### src/rtl/blps_pkg.sv
package blps_pkg;

   localparam int NODE_LIMIT_DFLT = 64;
   localparam int BEAM_SIZE_DFLT  = 3;

   localparam int TYPE_W  = 2;
   localparam int NODE_W  = 6;
   localparam int LEN_W   = 7;
   localparam int BIDX_W  = 3;
   localparam int BCNT_W  = 4;

   localparam logic [LEN_W-1:0] NODE_COUNT_RST = 7'd64;

   localparam logic [TYPE_W-1:0] REQ_CLEAR = 2'd0;
   localparam logic [TYPE_W-1:0] REQ_EDGE  = 2'd1;
   localparam logic [TYPE_W-1:0] REQ_ONE   = 2'd2;
   localparam logic [TYPE_W-1:0] REQ_ALL   = 2'd3;

   typedef struct packed {
      logic              capture;
      logic              clr_we;
      logic              edge_a;
      logic              edge_b;
      logic              init;
      logic              cand_clr;
      logic              beam_rd;
      logic              row_load;
      logic              scan;
      logic              commit;
      logic              best_clr;
      logic              walk_start;
      logic              walk_step;
      logic              out_rd;
      logic              err;
      logic [BIDX_W-1:0] i;
      logic [LEN_W-1:0]  j;
      logic [NODE_W-1:0] start;
      logic [LEN_W-1:0]  k;
   } blps_cmd_type;

   typedef struct packed {
      logic [TYPE_W-1:0] req_type;
      logic [NODE_W-1:0] node_a;
      logic [LEN_W-1:0]  n;
      logic              edge_ok;
      logic              start_ok;
      logic [BCNT_W-1:0] beam_cnt;
      logic [LEN_W-1:0]  beam_len;
      logic [BCNT_W-1:0] cand_cnt;
      logic [LEN_W-1:0]  best_len;
      logic              walk_done;
   } blps_stat_type;

   typedef struct packed {
      logic [NODE_W-1:0] path_node;
      logic [NODE_W-1:0] position;
      logic [NODE_W-1:0] path_edges;
      logic              last;
      logic              status;
   } blps_rsp_type;

endpackage

### src/rtl/blps_ctrl.sv
module blps_ctrl import blps_pkg::*; #(
   parameter int NODE_LIMIT = NODE_LIMIT_DFLT
) (
   input  logic          clock,
   input  logic          reset,
   input  logic          req_valid,
   output logic          req_ready,
   output logic          rsp_valid,
   input  logic          rsp_ready,
   input  blps_stat_type stat,
   output blps_cmd_type  cmd
);

   localparam logic [4:0] ST_IDLE   = 5'd0;
   localparam logic [4:0] ST_CLEAR  = 5'd1;
   localparam logic [4:0] ST_DEC    = 5'd2;
   localparam logic [4:0] ST_EDGE_A = 5'd3;
   localparam logic [4:0] ST_EDGE_B = 5'd4;
   localparam logic [4:0] ST_ERR    = 5'd5;
   localparam logic [4:0] ST_INIT   = 5'd6;
   localparam logic [4:0] ST_CHK    = 5'd7;
   localparam logic [4:0] ST_BEAM   = 5'd8;
   localparam logic [4:0] ST_ROW    = 5'd9;
   localparam logic [4:0] ST_SCAN   = 5'd10;
   localparam logic [4:0] ST_DRAIN  = 5'd11;
   localparam logic [4:0] ST_COMMIT = 5'd12;
   localparam logic [4:0] ST_FIN    = 5'd13;
   localparam logic [4:0] ST_WALK0  = 5'd14;
   localparam logic [4:0] ST_WALK   = 5'd15;
   localparam logic [4:0] ST_NEXT   = 5'd16;
   localparam logic [4:0] ST_ORD    = 5'd17;
   localparam logic [4:0] ST_OSH    = 5'd18;

   localparam logic [LEN_W-1:0] CLR_END = LEN_W'(NODE_LIMIT - 1);

   logic [4:0]        state_ff, state_in;
   logic [BIDX_W-1:0] i_ff, i_in;
   logic [LEN_W-1:0]  j_ff, j_in;
   logic [NODE_W-1:0] start_ff, start_in;
   logic [LEN_W-1:0]  k_ff, k_in;
   logic [1:0]        drain_ff, drain_in;

   always_ff @(posedge clock) begin
      if (reset) begin
         state_ff <= ST_CLEAR;
         i_ff     <= '0;
         j_ff     <= '0;
         start_ff <= '0;
         k_ff     <= '0;
         drain_ff <= '0;
      end else begin
         state_ff <= state_in;
         i_ff     <= i_in;
         j_ff     <= j_in;
         start_ff <= start_in;
         k_ff     <= k_in;
         drain_ff <= drain_in;
      end
   end

   always_comb begin
      state_in  = state_ff;
      i_in      = i_ff;
      j_in      = j_ff;
      start_in  = start_ff;
      k_in      = k_ff;
      drain_in  = drain_ff;
      cmd       = '0;
      cmd.i     = i_ff;
      cmd.j     = j_ff;
      cmd.start = start_ff;
      cmd.k     = k_ff;
      req_ready = 1'b0;
      rsp_valid = 1'b0;
      unique case (state_ff)
         ST_IDLE: begin
            req_ready = 1'b1;
            if (req_valid) begin
               cmd.capture = 1'b1;
               state_in    = ST_DEC;
            end
         end
         ST_DEC: begin
            unique case (stat.req_type)
               REQ_CLEAR: begin
                  j_in     = '0;
                  state_in = ST_CLEAR;
               end
               REQ_EDGE: state_in = stat.edge_ok ? ST_EDGE_A : ST_IDLE;
               REQ_ONE: begin
                  if (stat.start_ok) begin
                     cmd.best_clr = 1'b1;
                     start_in     = stat.node_a;
                     state_in     = ST_INIT;
                  end else begin
                     state_in = ST_ERR;
                  end
               end
               default: begin
                  cmd.best_clr = 1'b1;
                  start_in     = '0;
                  state_in     = ST_INIT;
               end
            endcase
         end
         ST_CLEAR: begin
            cmd.clr_we = 1'b1;
            if (j_ff == CLR_END) begin
               state_in = ST_IDLE;
            end else begin
               j_in = j_ff + 1'b1;
            end
         end
         ST_EDGE_A: begin
            cmd.edge_a = 1'b1;
            state_in   = ST_EDGE_B;
         end
         ST_EDGE_B: begin
            cmd.edge_b = 1'b1;
            state_in   = ST_IDLE;
         end
         ST_ERR: begin
            cmd.err   = 1'b1;
            rsp_valid = 1'b1;
            if (rsp_ready) begin
               state_in = ST_IDLE;
            end
         end
         ST_INIT: begin
            cmd.init = 1'b1;
            state_in = ST_CHK;
         end
         ST_CHK: begin
            if (stat.beam_len < stat.n) begin
               cmd.cand_clr = 1'b1;
               i_in         = '0;
               state_in     = ST_BEAM;
            end else begin
               state_in = ST_FIN;
            end
         end
         ST_BEAM: begin
            cmd.beam_rd = 1'b1;
            state_in    = ST_ROW;
         end
         ST_ROW: begin
            cmd.row_load = 1'b1;
            j_in         = '0;
            state_in     = ST_SCAN;
         end
         ST_SCAN: begin
            cmd.scan = 1'b1;
            if (j_ff == stat.n - 1'b1) begin
               drain_in = '0;
               state_in = ST_DRAIN;
            end else begin
               j_in = j_ff + 1'b1;
            end
         end
         ST_DRAIN: begin
            if (drain_ff == 2'd2) begin
               if ({1'b0, i_ff} + 1'b1 < stat.beam_cnt) begin
                  i_in     = i_ff + 1'b1;
                  state_in = ST_BEAM;
               end else begin
                  state_in = ST_COMMIT;
               end
            end else begin
               drain_in = drain_ff + 1'b1;
            end
         end
         ST_COMMIT: begin
            if (stat.cand_cnt == '0) begin
               state_in = ST_FIN;
            end else begin
               cmd.commit = 1'b1;
               state_in   = ST_CHK;
            end
         end
         ST_FIN: state_in = (stat.beam_len > stat.best_len) ? ST_WALK0 : ST_NEXT;
         ST_WALK0: begin
            cmd.walk_start = 1'b1;
            state_in       = ST_WALK;
         end
         ST_WALK: begin
            cmd.walk_step = 1'b1;
            if (stat.walk_done) begin
               state_in = ST_NEXT;
            end
         end
         ST_NEXT: begin
            if (stat.req_type == REQ_ALL && {1'b0, start_ff} + 1'b1 < stat.n) begin
               start_in = start_ff + 1'b1;
               state_in = ST_INIT;
            end else begin
               k_in     = '0;
               state_in = ST_ORD;
            end
         end
         ST_ORD: begin
            cmd.out_rd = 1'b1;
            state_in   = ST_OSH;
         end
         ST_OSH: begin
            rsp_valid = 1'b1;
            if (rsp_ready) begin
               if (k_ff == stat.best_len - 1'b1) begin
                  state_in = ST_IDLE;
               end else begin
                  k_in     = k_ff + 1'b1;
                  state_in = ST_ORD;
               end
            end
         end
         default: state_in = ST_IDLE;
      endcase
   end

endmodule

### config.mk
export PLATFORM = sky130hd
export DESIGN_NAME = blps_ctrl
export DESIGN_NICKNAME = d
export VERILOG_FILES = /design/src/rtl/blps_pkg.sv /design/src/rtl/blps_ctrl.sv
export SDC_FILE = /design/constraint.sdc
export NUM_CORES = 1
export LEC_CHECK = 0
export ABC_AREA = 1
export ABC_CLOCK_PERIOD_IN_PS = 4550
export BUFFER_PORTS_ARGS = -buffer_cell sky130_fd_sc_hd__buf_2
export CORE_UTILIZATION = 25
export CTS_CLUSTER_SIZE = 25
export DETAILED_ROUTE_END_ITERATION = 10
export HOLD_SLACK_MARGIN = 0.08
export MAX_ROUTING_LAYER = met4
export SYNTH_ARGS = -nofsm -noshare
export SYNTH_HDL_FRONTEND = slang
export SYNTH_SLANG_ARGS = --single-unit
### constraint.sdc
create_clock -name clock -period 4.55 [get_ports clock]
set_input_delay 0.6825 -clock clock [delete_from_list [all_inputs] [get_ports clock]]
set_output_delay 0.6825 -clock clock [all_outputs]
set_load 0.02 [all_outputs]
==> impl_metrics.ini <==
[outcome]
status = finished, final reports clean

[placement]
place.gp.congestion = 0.929
place_hpwl_mm = 7.98
port_buffers = 83

[grt]
grt_usage = 0.152
grt_pass1_vias = 3243
grt.overflow.total = 0
grt_max_degree = 18
antenna_found_initial = 0
grt_pass1_wl_mm = 15.7

[logic_synthesis]
synth-simple-area-share = 0.426
async_reset_ff_frac = 0
yosys_most_used_dff = dfxtp_1
synth_xor_area_frac = 0.0407
synth-seq-area-share = 0.186
synth_fa_ha_area_frac = 0.112
synth_mux_area_frac = 0
yosysTopAreaCell = dfxtp_1
synth_edf_count = 0
synth_compound_area_frac = 0.118
synth_top_family_by_area = simple AND/OR/NAND/NOR gates
ys_ff_latch = 30
ys_types = 43
syn_nets = 607
synth_warnings = 0
synth_top_area_frac = 0.186
synth.area.top_cells = dfxtp_1 (19%), nand2_1 (15%), ha_1 (11%), nor2_1 (9.1%), inv_1 (8.8%)
netlist_area_sq_um = 3230
syn_area_per_cell_sq_um = 6.05
synthCells = 534

[floorplanning]
io-pin-count = 84
core_area_sq_um = 12600
die_h_um = 116
die_area_sq_um = 13400
fp-row-count = 41
die_x_um = 116
initial_core_util = 0.256

[clock_tree]
cts.clk_slew.worst_paths_ps = 50
ctsHoldBuffers = 0
clockBufferDepth = 2
cts_tree = built
htree_num_levels = 2
post_cts_buffers = 0
clkSinkCount = 30
worstSkewPairLatency_ps = 270
ctsRootBufferMaster = clkbuf_16
cts_made_buffers = 5
cts_resized = 0

[detailed_routing]
avgRoutedWirePerCell_um = 12.1
firstDrtPassIters = 4
drcViolationCount = 0
drtIter0Drc = 170
drt_wl_total_mm = 9.53
vias = 3486
drtAntennaViolNets = 0
vias_per_cell = 4.43

[sta]
drv_slew = 0
worst_pin_slew_ps = 604
fmax_mhz = 359
setup_tns_ps = 0
min_period_ps = 2780
timing.slew.headroom = 0.596
finalClockSkew_ps = 6.02
setup_viol = 0
rsz0062_at_grt = false
finalCritPeriodShare = 0.612
hold_viol = 0
fin_hold_ws_ps = 515

[final_layout]
final_cell_mix = nand2_1 (131), buf_2 (83), nor2_1 (78), inv_1 (76), nand3_1 (47)
layout-drive-gt1-share = 0.192
synthToLayoutAreaGrowth_pct = 22.0
nNetsFinal = 687
num_antenna_cells = 0
layout_commonest_cell = nand2_1
nFillCells = 1456

[worst_setup_path]
critPathCaptureType = flip-flop
path_cells = nand3_1 -> nor3b_1 -> xor2_1 -> inv_1 -> ha_1 -> nand2_1 -> o21a_1 -> nand4_1 -> inv_1 -> nor2_1 -> nand2_1 -> nand2_1 -> nand2_1 -> nor2_1
critPathArrivalTime_ps = 3000
crit_family = simple AND/OR/NAND/NOR gates
cp-start-kind = flip-flop
crit_required_ps = 4760
cp_slowest_cell = nor2_1
crit_buf_inv = 2
max_stage_delay_ps = 470
path_common_cell = nand2_1
path_class = flip-flop to flip-flop
path_max_fanout = 11

[power_and_ir_drop]
power_mw = 1.01
vdd_ir_drop_max_v = 0.000122
leakage_nw = 2.16
powerDensity_nw_per_um2 = 257

[min_path]
hold_class = flip-flop to flip-flop

[run]
max_cap_viol_count = 0
[power breakdown]
part / internal [mW] / leakage (nW) / switching (mW)
Clock: 0.216 / 0.0729 / 0.123
Sequential: 0.281 / 0.242 / 0.0273
Combinational: 0.128 / 1.85 / 0.236
Total: 0.625 / 2.16 / 0.387
[cell families (layout without fill, tap and decap cells)]
logic type / Yosys count / in the layout
AND/OR/NAND/NOR: 299 / 299
buffers and inverters: 92 / 173
AO/OA/AOI/OAI: 69 / 69
flip-flops: 30 / 30
adder cells (fa/ha/maj): 29 / 29
XOR/XNOR: 15 / 15
[path summary, 6_finish.rpt]
path | start | end | slack (ps) | cells after the start
hold reg to reg | j_ff[4] | j_ff[4] | 520 | 2
setup reg to reg | start_ff[2] | k_ff[5] | 1770 | 14
hold / removal | j_ff[4] | j_ff[4] | 520 | 2
setup / recovery | start_ff[2] | k_ff[5] | 1770 | 14
[sequential cells by signal, indices dropped and copies added, names as in the netlist]
signal    count
state_ff      5
start_ff      6
k_ff          7
j_ff          7
i_ff          3
drain_ff      2
[tightest hold or removal path: stages (launching register included)]
cell	delay [ps]
dfxtp_1	340
nand2_1	70
a21oi_1	60
[routing by layer]
layer / wire length [um] / share of wire / global-route usage / vias up
met2: 4250 / 0.45 / 0.242 / 73
met3: 435 / 0.046 / 0.0188 / 4
met5: 0 / 0 / - / -
met4: 60 / 0.0063 / 0.0342 / 0
li1: - / - / - / 1890
met1: 4780 / 0.50 / 0.206 / 1519
[cell usage after synthesis, types with 2 or more instances]
cell type,instances
nand2_4,2
xnor2_1,3
nand3_1,47
a31oi_1,4
nor3_1,6
nand3b_1,2
nor2_4,2
nor2_1,78
a21o_1,2
dfxtp_1,30
nor2_2,3
a21oi_1,35
buf_2,3
ha_1,29
o21ai_0,19
a211oi_1,3
o21ai_2,2
nand2_1,131
buf_6,2
nor2_8,2
buf_4,2
nand4_1,14
inv_2,6
nand2_2,2
xor2_1,12
inv_1,76
[area by class of cell]
| cell class | instances | area (sq um) | share of cell area |
|---|---|---|---|
| clock inverters | 2 | 12.5 | 0.00317 |
| inverters | 82 | 308 | 0.0781 |
| well taps | 172 | 215 | 0.0546 |
| multi-input cells | 412 | 2250 | 0.571 |
| clock buffers | 6 | 139 | 0.0352 |
| flip-flops and latches | 30 | 601 | 0.152 |
| repair buffers | 83 | 415 | 0.105 |
[stage by stage]
step / util / worst slack (ps) / instances / cell area (sq um)
floorplan: - / 2200 / 534 / 3230
global placement: 0.300 / 1850 / 779 / 3790
detailed placement: 0.300 / 1780 / 779 / 3790
CTS: 0.312 / 1750 / 787 / 3940
global route: 0.312 / 1410 / 787 / 3940
finish: 0.312 / 1770 / 787 / 3940
(Power assumes the default switching activity.)
